===== src/rtl/fbc_pkg.sv =====
// Shared types, constants and the substitution function of the 64-bit Feistel block transform.
package fbc_pkg;

   localparam int KeyCount   = 8;
   localparam int RoundCount = 16;
   localparam int KeyIdxW    = 3;

   typedef struct packed {
      logic [31:0] x;
      logic [31:0] y;
   } fbc_half_type;

   typedef struct packed {
      logic [31:0] k0;
      logic [31:0] k3;
   } fbc_mix_key_type;

   localparam logic [3:0] FBC_SBOX [0:7][0:15] = '{
      '{4'd4,  4'd10, 4'd9,  4'd2,  4'd13, 4'd8,  4'd0,  4'd14,
        4'd6,  4'd11, 4'd1,  4'd12, 4'd7,  4'd15, 4'd5,  4'd3},
      '{4'd14, 4'd11, 4'd4,  4'd12, 4'd6,  4'd13, 4'd15, 4'd10,
        4'd2,  4'd3,  4'd8,  4'd1,  4'd0,  4'd7,  4'd5,  4'd9},
      '{4'd5,  4'd8,  4'd1,  4'd13, 4'd10, 4'd3,  4'd4,  4'd2,
        4'd14, 4'd15, 4'd12, 4'd7,  4'd6,  4'd0,  4'd9,  4'd11},
      '{4'd7,  4'd13, 4'd10, 4'd1,  4'd0,  4'd8,  4'd9,  4'd15,
        4'd14, 4'd4,  4'd6,  4'd12, 4'd11, 4'd2,  4'd5,  4'd3},
      '{4'd6,  4'd12, 4'd7,  4'd1,  4'd5,  4'd15, 4'd13, 4'd8,
        4'd4,  4'd10, 4'd9,  4'd14, 4'd0,  4'd2,  4'd11, 4'd2},
      '{4'd4,  4'd11, 4'd10, 4'd0,  4'd7,  4'd2,  4'd1,  4'd13,
        4'd3,  4'd6,  4'd8,  4'd5,  4'd9,  4'd12, 4'd15, 4'd14},
      '{4'd13, 4'd11, 4'd4,  4'd1,  4'd3,  4'd15, 4'd5,  4'd9,
        4'd0,  4'd10, 4'd14, 4'd7,  4'd6,  4'd8,  4'd2,  4'd12},
      '{4'd1,  4'd15, 4'd13, 4'd0,  4'd5,  4'd7,  4'd10, 4'd4,
        4'd9,  4'd2,  4'd3,  4'd14, 4'd6,  4'd11, 4'd8,  4'd12}
   };

   localparam logic [KeyIdxW-1:0] FBC_KEY_ORDER [0:RoundCount-1] = '{
      3'd0, 3'd1, 3'd2, 3'd3, 3'd4, 3'd5, 3'd6, 3'd7,
      3'd7, 3'd6, 3'd5, 3'd4, 3'd3, 3'd2, 3'd1, 3'd0
   };

   function automatic logic [31:0] fbc_subst(input logic [31:0] value);
      logic [31:0] result;
      result = '0;
      for (int n = 0; n < 8; n++) begin
         result[28-4*n +: 4] = FBC_SBOX[n][value[28-4*n +: 4]];
      end
      return result;
   endfunction

endpackage


===== src/rtl/fbc_round.sv =====
// One Feistel half-round as two pipeline stages: key add, then byte multiplies and substitution.
module fbc_round
   import fbc_pkg::*;
(
   input  logic            clock,
   input  logic            reset,
   input  logic [31:0]     round_key,
   input  fbc_mix_key_type mix_key,
   input  logic            in_valid,
   output logic            in_ready,
   input  fbc_half_type    in_data,
   output logic            out_valid,
   input  logic            out_ready,
   output fbc_half_type    out_data
);

   logic         a_valid_ff;
   logic         a_valid_in;
   fbc_half_type a_half_ff;
   logic [31:0]  a_sum_ff;
   logic         a_en;

   logic         b_valid_ff;
   logic         b_valid_in;
   fbc_half_type b_half_ff;
   fbc_half_type b_half_in;
   logic         b_en;

   logic [31:0]  prod_hi;
   logic [31:0]  prod_lo;

   // The byte-wise mixing of the round function reduces to the xor of the two byte products.
   always_comb begin
      b_en       = !b_valid_ff || out_ready;
      a_en       = !a_valid_ff || b_en;
      a_valid_in = a_en ? in_valid : a_valid_ff;
      b_valid_in = b_en ? a_valid_ff : b_valid_ff;
      prod_hi    = {24'd0, a_sum_ff[31:24]} * mix_key.k0;
      prod_lo    = {24'd0, a_sum_ff[7:0]} * mix_key.k3;
      b_half_in.x = a_half_ff.y ^ fbc_subst(prod_hi ^ prod_lo);
      b_half_in.y = a_half_ff.x;
   end

   always_ff @(posedge clock) begin
      if (reset) begin
         a_valid_ff <= 1'b0;
         b_valid_ff <= 1'b0;
      end else begin
         a_valid_ff <= a_valid_in;
         b_valid_ff <= b_valid_in;
      end
   end

   always_ff @(posedge clock) begin
      if (a_en) begin
         a_half_ff <= in_data;
         a_sum_ff  <= in_data.x + round_key;
      end
      if (b_en) begin
         b_half_ff <= b_half_in;
      end
   end

   assign in_ready  = a_en;
   assign out_valid = b_valid_ff;
   assign out_data  = b_half_ff;

`ifndef SYNTHESIS
   assert property (@(posedge clock) disable iff (reset)
      a_valid_ff && !b_en |=> a_valid_ff && $stable(a_sum_ff) && $stable(a_half_ff))
      else $error("Stalled first stage lost or changed its request.");
   assert property (@(posedge clock) disable iff (reset)
      b_valid_ff && !out_ready |=> b_valid_ff && $stable(b_half_ff))
      else $error("Stalled second stage lost or changed its request.");
   assert property (@(posedge clock) disable iff (reset)
      !in_ready |-> a_valid_ff && b_valid_ff && !out_ready)
      else $error("Round refused a request while it had room.");
`endif

endmodule


===== config.mk =====
export PLATFORM = sky130hd
export DESIGN_NAME = fbc_round
export DESIGN_NICKNAME = d
export VERILOG_FILES = /design/src/rtl/fbc_pkg.sv /design/src/rtl/fbc_round.sv
export SDC_FILE = /design/constraint.sdc
export NUM_CORES = 1
export LEC_CHECK = 0
export ABC_AREA = 1
export BUFFER_PORTS_ARGS = -buffer_cell sky130_fd_sc_hd__buf_2
export CAP_MARGIN = 15
export CELL_PAD_IN_SITES_DETAIL_PLACEMENT = 2
export CELL_PAD_IN_SITES_GLOBAL_PLACEMENT = 2
export CORE_MARGIN = 3
export CORE_UTILIZATION = 36
export DETAILED_ROUTE_END_ITERATION = 10
export GPL_ROUTABILITY_DRIVEN = 0
export HOLD_SLACK_MARGIN = 0.06
export MAX_ROUTING_LAYER = met4
export PLACE_DENSITY = 0.86
export SKIP_LAST_GASP = 1
export SLEW_MARGIN = 30
export SYNTH_ARGS = -nofsm -noshare
export SYNTH_HDL_FRONTEND = slang
export SYNTH_SLANG_ARGS = --single-unit
export TNS_END_PERCENT = 20

===== constraint.sdc =====
create_clock -name clock -period 6.4 [get_ports clock]
set_clock_uncertainty 0.1 [all_clocks]
set_input_delay 1.28 -clock clock [delete_from_list [all_inputs] [get_ports clock]]
set_output_delay 1.28 -clock clock [all_outputs]
set_load 0.02 [all_outputs]

==> summary.md, run 1 <==
The number of slew-limit violations in the final report was 0. In this run the critical register-to-register path is launched from a_sum_ff[26]. Number of cell instances on the worst register-to-register path: 24. The worst-case headroom to the max-slew limit was 35.7%; the number of detailed-routing iterations run before antenna repair was 5. In this run the cell area of the synthesized design comes to 23500 um2. The ratio of cells with drive above 1 in the final layout was 12.0%.

The detailed router used layers up to and including met4. The tools report the core area as 64500 um2. Across all hold checks on the routed design, the worst slack comes to 0.316 ns.

CTS placed an instance of sky130_fd_sc_hd__clkbuf_16 at the clock tree root. The clock net in this run drives a total of 146 sinks. Setup repair after global routing could not meet its margin everywhere.

The tools report the distinct cell type count of the synthesized netlist as 46. The number of hold buffers added after CTS was 0. The total of warnings raised by yosys is 0, and the final net count is 4117. The critical path class is in -> reg. Global routing finished with a remaining overflow of 0. In the final routing, the length of wire on met1 measures 34200 um.

The die extent in y was 261 um. The biggest area contributor in the post-synthesis netlist is sky130_fd_sc_hd__fa_1. Among all stages on the critical path, the largest delay is contributed by sky130_fd_sc_hd__fa_1.

The number of cells on the critical path is 28. The H-tree was split into 4 levels. In the post-synthesis netlist, the cell with the most instances is sky130_fd_sc_hd__nand2_1.

In the routed design, unresolved DRC markers number 0. Post-CTS timing repair inserted 0 buffers for setup. The cell count of the worst hold path was 0; the total number of vias was 21500. The hold violation count in the final report is 0. STA classifies the critical path endpoint as a register.

In this run, CTS created clock tree buffers numbering 17. The deepest clock path buffer count was 2; the count of flip-flops with a built-in enable after synthesis was 144. The die width was 261 um. The origin of the worst min-delay path is a_half_ff[56].

After clock tree synthesis, the clock-pin slew on the worst setup and hold paths is 0.08 ns. Including well taps, the total number of placed cells is 4326. For the pin with the worst max-slew slack, the measured transition is 0.957 ns. Critical path launch point: mix_key[11].

The flow ran to the end, and the final reports show no timing, DRC or antenna violations. For the worst-skew pair, the clock arrives at the later sink with an insertion delay of 0.48 ns. Counting I/O delays and the setup requirement, the final critical path takes 6.21 ns.

The most used flip-flop cell after synthesis is sky130_fd_sc_hd__edfxtp_1. Setup total negative slack on the finished layout was measured at 0 ns. Yosys attributes the largest share of cell area to sky130_fd_sc_hd__fa_1, sky130_fd_sc_hd__edfxtp_1, sky130_fd_sc_hd__nand2_1. In the synthesized netlist, the number of instances is 3223. In this run the tool buffered the top-level ports with 229 buffer cells.

The die footprint was 68300 um2; the data arrival at the endpoint of the critical path was 6.34 ns. Detailed routing placed a total of 51100 um of wire on met2. The upper clock frequency limit was 0.161 GHz. By count the netlist is led by sky130_fd_sc_hd__nand2_1, sky130_fd_sc_hd__inv_1, sky130_fd_sc_hd__fa_1. The longest individual stage delay on the worst path was 0.61 ns; the post-synthesis average cell area was 7.29 um2. The count of nets left with antenna violations once routing finished came out at 0. For the estimated wirelength of the detail-placed design, the log shows 79200 um. Entering global routing, the biggest net connects 50 pins.

Setup violations remaining at the end of the flow were counted as 0. The worst setup path is launched from a primary input. Number of violations of the max-capacitance limit: 0. Number of global-route vias before repair: 26200. Path category of the worst min-delay check: reg -> reg.

Data on the critical path is required at its endpoint by 6.52 ns. The first global-routing pass estimated 145000 um of wire. Global routing used 28.6% of the available tracks. In this design, the critical path's most frequently occurring cell is sky130_fd_sc_hd__nand2_1. Cell class contributing the biggest share of worst-path delay: adder cells. The fraction of the cycle the final worst path needs was 97.1%. Area growth from synthesis to layout: 14.4%. For this block, the routed nets add up to 92200 um of wire.

Dividing the detail-routed via count by the number of cells gives 4.93. The initial antenna violation count is 2, and the filler cell count in the final layout is 7761. TritonCTS built the clock tree. Counting every net in the synthesized netlist gives 3850.

For this run, asynchronously set or reset flops after synthesis account for 0%. In this run the worst path has a maximum fanout of 8. The sequential fraction of the synthesis area is 18.6%.

The average detailed-routed wire length per instance is 21.1 um. The run gives 93 as the site row count. The top-level port count was 230. In the detailed route, the total length drawn on met3 is 2800 um. The synthesized design contains 146 register bits. The number of buffers and inverters on the critical path is 6. The initial core utilization is 36.4%, and the iteration-0 DRC count of the detailed router is 907. The final cell count without fillers is 4361, and the share of the synthesized area in the top cell type is 26.7%.
[worst register-to-register path, cell delays in order (launching register included)]
cell	delay [ns]
sky130_fd_sc_hd__edfxtp_1	0.52
sky130_fd_sc_hd__buf_12	0.22
sky130_fd_sc_hd__buf_4	0.17
sky130_fd_sc_hd__nand2_1	0.05
sky130_fd_sc_hd__inv_1	0.05
sky130_fd_sc_hd__fa_1	0.50
sky130_fd_sc_hd__fa_1	0.60
sky130_fd_sc_hd__fa_1	0.45
sky130_fd_sc_hd__fa_1	0.46
sky130_fd_sc_hd__ha_1	0.38
sky130_fd_sc_hd__a21oi_1	0.31
sky130_fd_sc_hd__o21ai_0	0.20
sky130_fd_sc_hd__a21oi_1	0.25
sky130_fd_sc_hd__nand3_1	0.16
sky130_fd_sc_hd__nand3b_1	0.18
sky130_fd_sc_hd__nand2_1	0.13
sky130_fd_sc_hd__buf_4	0.18
sky130_fd_sc_hd__inv_1	0.07
sky130_fd_sc_hd__ha_1	0.21
sky130_fd_sc_hd__nand2_1	0.08
sky130_fd_sc_hd__nand2_1	0.07
sky130_fd_sc_hd__nand2_1	0.09
sky130_fd_sc_hd__nand2_1	0.08
sky130_fd_sc_hd__nand2_1	0.10
sky130_fd_sc_hd__nand2_1	0.05
[layer usage]
layer | vias up | GRT usage [%]
met1 | 10900 | 29.4
li1 | 9916 | -
met3 | 212 | 3.45
met5 | - | -
met4 | 0 | 12.1
met2 | 465 | 54.5
[repair_timing]
item	4_1_cts	5_1_grt
gates resized for setup	0	11
endpoints found under the setup margin	0	7
hold endpoints to repair	0	0
[final cells by class]
class	instances	area, um2	area share, %
well taps	855	1070	3.98
diodes	3	7.51	0.0279
repair buffers	346	2110	7.84
clock buffers	18	429	1.60
clock inverters	14	144	0.535
flip-flops and latches	146	4360	16.2
inverters	882	3310	12.3
multi-input cells	2097	15400	57.5
[per-stage QoR]
step	instance area, um2	setup slack, ns	util (%)
after floorplan	23500	0.406	-
after global placement	26300	0.0696	40.7
after detailed placement	26300	-0.270	40.7
after CTS	26800	0.179	41.6
after global routing	26900	-0.0355	41.7
final	26900	0.185	41.7
[placed cells by master (no fill, tap or decap), drive strengths merged, types with 18 or more instances in the layout]
master	count
ha	150
edfxtp	144
nand2	1086
xnor2	44
xor2	45
nor2	120
o21ai	53
a21oi	85
nand3	119
buf	346
inv	890
clkbuf	18
fa	313
[path summary, 6_finish.rpt]
kind / endpoint / slack, ns
max: out_data[60] / 0.19
min: out_data[24] / 0.32
max reg2reg: out_data[60] / 0.46
min reg2reg: out_data[24] / 0.32
[logic make-up after synthesis]
family | share of synthesized area, %
flip-flops | 18.6
buffers and inverters | 15.9
AO/OA/AOI/OAI | 3.95
AND/OR/NAND/NOR | 23.5
adder cells (fa/ha/maj) | 34.7
XOR/XNOR | 3.42
[state kept, by name (all words and copies together) (netlist names)]
signal / flops
out_valid: 1
out_data: 64
a_half_ff: 64
a_sum_ff: 16
a_valid_ff: 1
Power of run 1 is not shown: default switching activity piles up to over one toggle a cycle in this logic, so the estimate is an artifact.
==> run 2, diff against run 1 <==
--- a/config.mk
+++ b/config.mk
@@ -8,17 +8,17 @@
 export ABC_AREA = 1
 export BUFFER_PORTS_ARGS = -buffer_cell sky130_fd_sc_hd__buf_2
 export CAP_MARGIN = 15
-export CELL_PAD_IN_SITES_DETAIL_PLACEMENT = 2
-export CELL_PAD_IN_SITES_GLOBAL_PLACEMENT = 2
+export CELL_PAD_IN_SITES_DETAIL_PLACEMENT = 1
+export CELL_PAD_IN_SITES_GLOBAL_PLACEMENT = 1
 export CORE_MARGIN = 3
-export CORE_UTILIZATION = 36
+export CORE_UTILIZATION = 45
 export DETAILED_ROUTE_END_ITERATION = 10
 export GPL_ROUTABILITY_DRIVEN = 0
 export HOLD_SLACK_MARGIN = 0.06
 export MAX_ROUTING_LAYER = met4
-export PLACE_DENSITY = 0.86
+export PLACE_DENSITY = 0.85
 export SKIP_LAST_GASP = 1
-export SLEW_MARGIN = 30
+export SLEW_MARGIN = 20
 export SYNTH_ARGS = -nofsm -noshare
 export SYNTH_HDL_FRONTEND = slang
 export SYNTH_SLANG_ARGS = --single-unit
==> run 2 against run 1 <==
  * Cell count is 5.0% lower
  * First-iteration DRC count shrank 0.77%
  * Via count decreased by 5.0%
  * Count of clock-buffer cells in the layout is the same
  * Global-route usage fell by 2.1 points
  * Worst setup slack gained 0.13 ns
  * Highest routed layer unchanged
  * Critical path type is now reg -> reg
  * Routed wire length down 25%
==> summary.md, run 2 (synthesis gave the netlist of run 1 again) <==
Row generation in the floorplan step produced 83 rows. In this run the most critical hold path is launched from a_half_ff[34]. For the worst setup path, the data required time is 6.53 ns.

Core area: 51500 um2. Dividing the detail-routed via count by the number of cells gives 4.93. Setup violations remaining at the end of the flow were counted as 0. The number of cell instances on the worst register-to-register path was 26; the estimated wirelength of the detail-placed design was 58200 um. Worst min-delay path endpoint: out_data[2]. STA classifies the critical path endpoint as a register.

CTS placed an instance of sky130_fd_sc_hd__clkbuf_16 at the clock tree root. The minimum period implied by the final worst setup slack came out at 6.09 ns. The worst pin sits at a relative slew slack of 27.3%. The die is 234 um tall. The startpoint class of the critical path was a register. The total number of vias is 20400, and the initial antenna violation count is 0. For the number of global-route vias before repair, the log shows 22300. The aggregate global routing overflow was 0; the deepest clock path buffer count was 2.

Clock-pin slew was measured on the worst setup and hold paths at 0.07 ns. The tools report the number of slew-limit violations in the final report as 0. Most frequent standard cell in the layout excluding fill and tap cells: sky130_fd_sc_hd__nand2_1.

The run gives 0 as the number of antenna cells inserted. TritonCTS built the clock tree. The average detailed-routed wire length per instance is 16.7 um.

Max-cap violations in this run came to 0. Ratio of cells with drive above 1 in the final layout: 10.7%. At the pin with the least slew margin, the transition time is 1.09 ns.

The worst register-to-register path begins at a_sum_ff[3]. In this run the critical register-to-register path is captured at out_data[62]. For the final net count, the log shows 4076. The logs give 69000 um for the total wire length after detailed routing and 4 for the number of H-tree levels. For the data arrival at the endpoint of the critical path, the log shows 6.22 ns. The detailed router finished its first iteration with 900 violations. The logs give 0 for the number of nets with antenna violations after detailed routing and 17 for the number of buffers created by CTS. Relative to the synthesized area, the layout overhead comes to 11.9%. The hold violation count in the final report is 0, and the internal reg-to-reg setup slack is 0.31 ns. The cell count of the worst hold path was 0. The tools report the global-route wire length before repair as 111000 um. Clock latency on the worst-skew pair, taken at its later pin, is 0.48 ns. Once the floorplan was initialized, standard cells occupied 45.6% of the core. The count of buffers added on input and output ports is 229. The worst setup path is of the reg -> reg kind.

The clock net in this run drives a total of 146 sinks. The filler cell count in the final layout was 6763; the final hold slack was 0.320 ns. Leaving out fill and tap cells, the most frequent cells in the layout are sky130_fd_sc_hd__nand2_1, sky130_fd_sc_hd__inv_1, sky130_fd_sc_hd__fa_1, sky130_fd_sc_hd__buf_2, sky130_fd_sc_hd__ha_1.

The tools report the placement-stage worst setup slack as -0.0870 ns. The die covers 55000 um2. The post-route worst setup slack is 0.313 ns, and the maximum net fanout on the critical path is 17. Path category of the worst min-delay check: reg -> reg. The flow ran to the end, and the final reports show no timing, DRC or antenna violations.

The final critical path takes up 95.1% of the cycle. Based on the critical path, the design can be clocked at up to 0.164 GHz. The logs give 26.5% for the global-route total usage across every layer and 66 for the pin count of the biggest net entering global routing.

The number of gates resized after CTS was 0. The post-detailed-route DRC marker count is 0, and the die width is 234 um. The logs give 5 for the number of detailed-routing iterations run before antenna repair and 230 for the top-level port count.
[run 2: changes by cell type in the layout (fill, tap and decap cells not counted), sizes merged]
cell    before  now
buf        346  305
bufinv       1    2
clkinv       2    0
diode        3    0
inv        890  891
[run 2: final cells by class]
class	count	area (um2)	area share, %
Inverter	882	3310	12.6
Timing Repair Buffer	305	1740	6.63
Clock buffer	18	429	1.63
Clock inverter	14	169	0.643
Multi-Input combinational cell	2097	15400	58.7
Sequential cell	146	4360	16.6
Tap cell	680	851	3.24
[run 2: critical path, stage by stage (launching register included)]
cell	delay [ns]
sky130_fd_sc_hd__edfxtp_1	0.86
sky130_fd_sc_hd__buf_4	0.29
sky130_fd_sc_hd__nand2_1	0.06
sky130_fd_sc_hd__inv_1	0.08
sky130_fd_sc_hd__fa_1	0.45
sky130_fd_sc_hd__fa_1	0.56
sky130_fd_sc_hd__inv_1	0.05
sky130_fd_sc_hd__fa_1	0.48
sky130_fd_sc_hd__inv_1	0.05
sky130_fd_sc_hd__fa_1	0.44
sky130_fd_sc_hd__ha_1	0.38
sky130_fd_sc_hd__nand2_1	0.11
sky130_fd_sc_hd__nor2_1	0.18
sky130_fd_sc_hd__nand2_1	0.14
sky130_fd_sc_hd__nor3_1	0.26
sky130_fd_sc_hd__nand2_1	0.12
sky130_fd_sc_hd__nand4_1	0.11
sky130_fd_sc_hd__nand2_1	0.08
sky130_fd_sc_hd__nand2_1	0.06
sky130_fd_sc_hd__nand2_1	0.11
sky130_fd_sc_hd__ha_1	0.31
sky130_fd_sc_hd__inv_1	0.07
sky130_fd_sc_hd__nand3_1	0.15
sky130_fd_sc_hd__nand2_1	0.11
sky130_fd_sc_hd__nand2_1	0.07
sky130_fd_sc_hd__nand3_1	0.10
sky130_fd_sc_hd__nand2_1	0.05
[run 2: through the flow]
step | setup TNS (ns) | cell area [um2] | cells | util, %
2_1_floorplan | 0 | 23500 | 3223 | -
6_report | 0 | 26300 | 4142 | 51.0
3_5_place_dp | -0.238 | 25600 | 4107 | 49.8
3_3_place_gp | 0 | 25600 | 4107 | 49.8
5_1_grt | -0.00530 | 26300 | 4142 | 51.0
4_1_cts | 0 | 26200 | 4139 | 50.9
[run 2: worst max path at each step]
stage	slack [ns]	depth (start not counted)	endpoint	start
after floorplan	0.41	23	out_data[40]	mix_key[5]
after global placement	0.08	26	out_data[62]	mix_key[22]
after detailed placement	-0.09	29	out_data[62]	mix_key[13]
after CTS	0.24	26	out_data[62]	a_sum_ff[2]
after global routing	-0.005	29	out_data[63]	a_sum_ff[3]
final	0.31	26	out_data[62]	a_sum_ff[3]
[run 2: repair_timing]
item | 4_1_cts | 5_1_grt
buffers inserted | 0 | 3
hold endpoints to repair | 0 | 0
hold buffers | 0 | 0
setup endpoints to repair | 0 | 6
[run 2: per-layer routing]
metal  part of all wire, %  wire (um)  vias to the layer above  GRT usage [%]
met5                     0          0                        -              -
met4                   2.8       1930                        0           8.48
met3                   4.5       3100                      105           4.09
met2                    52      35800                      428           47.7
met1                    41      28200                    10100           30.3
li1                      -          -                     9816              -
Power of run 2 is left out for the same reason.
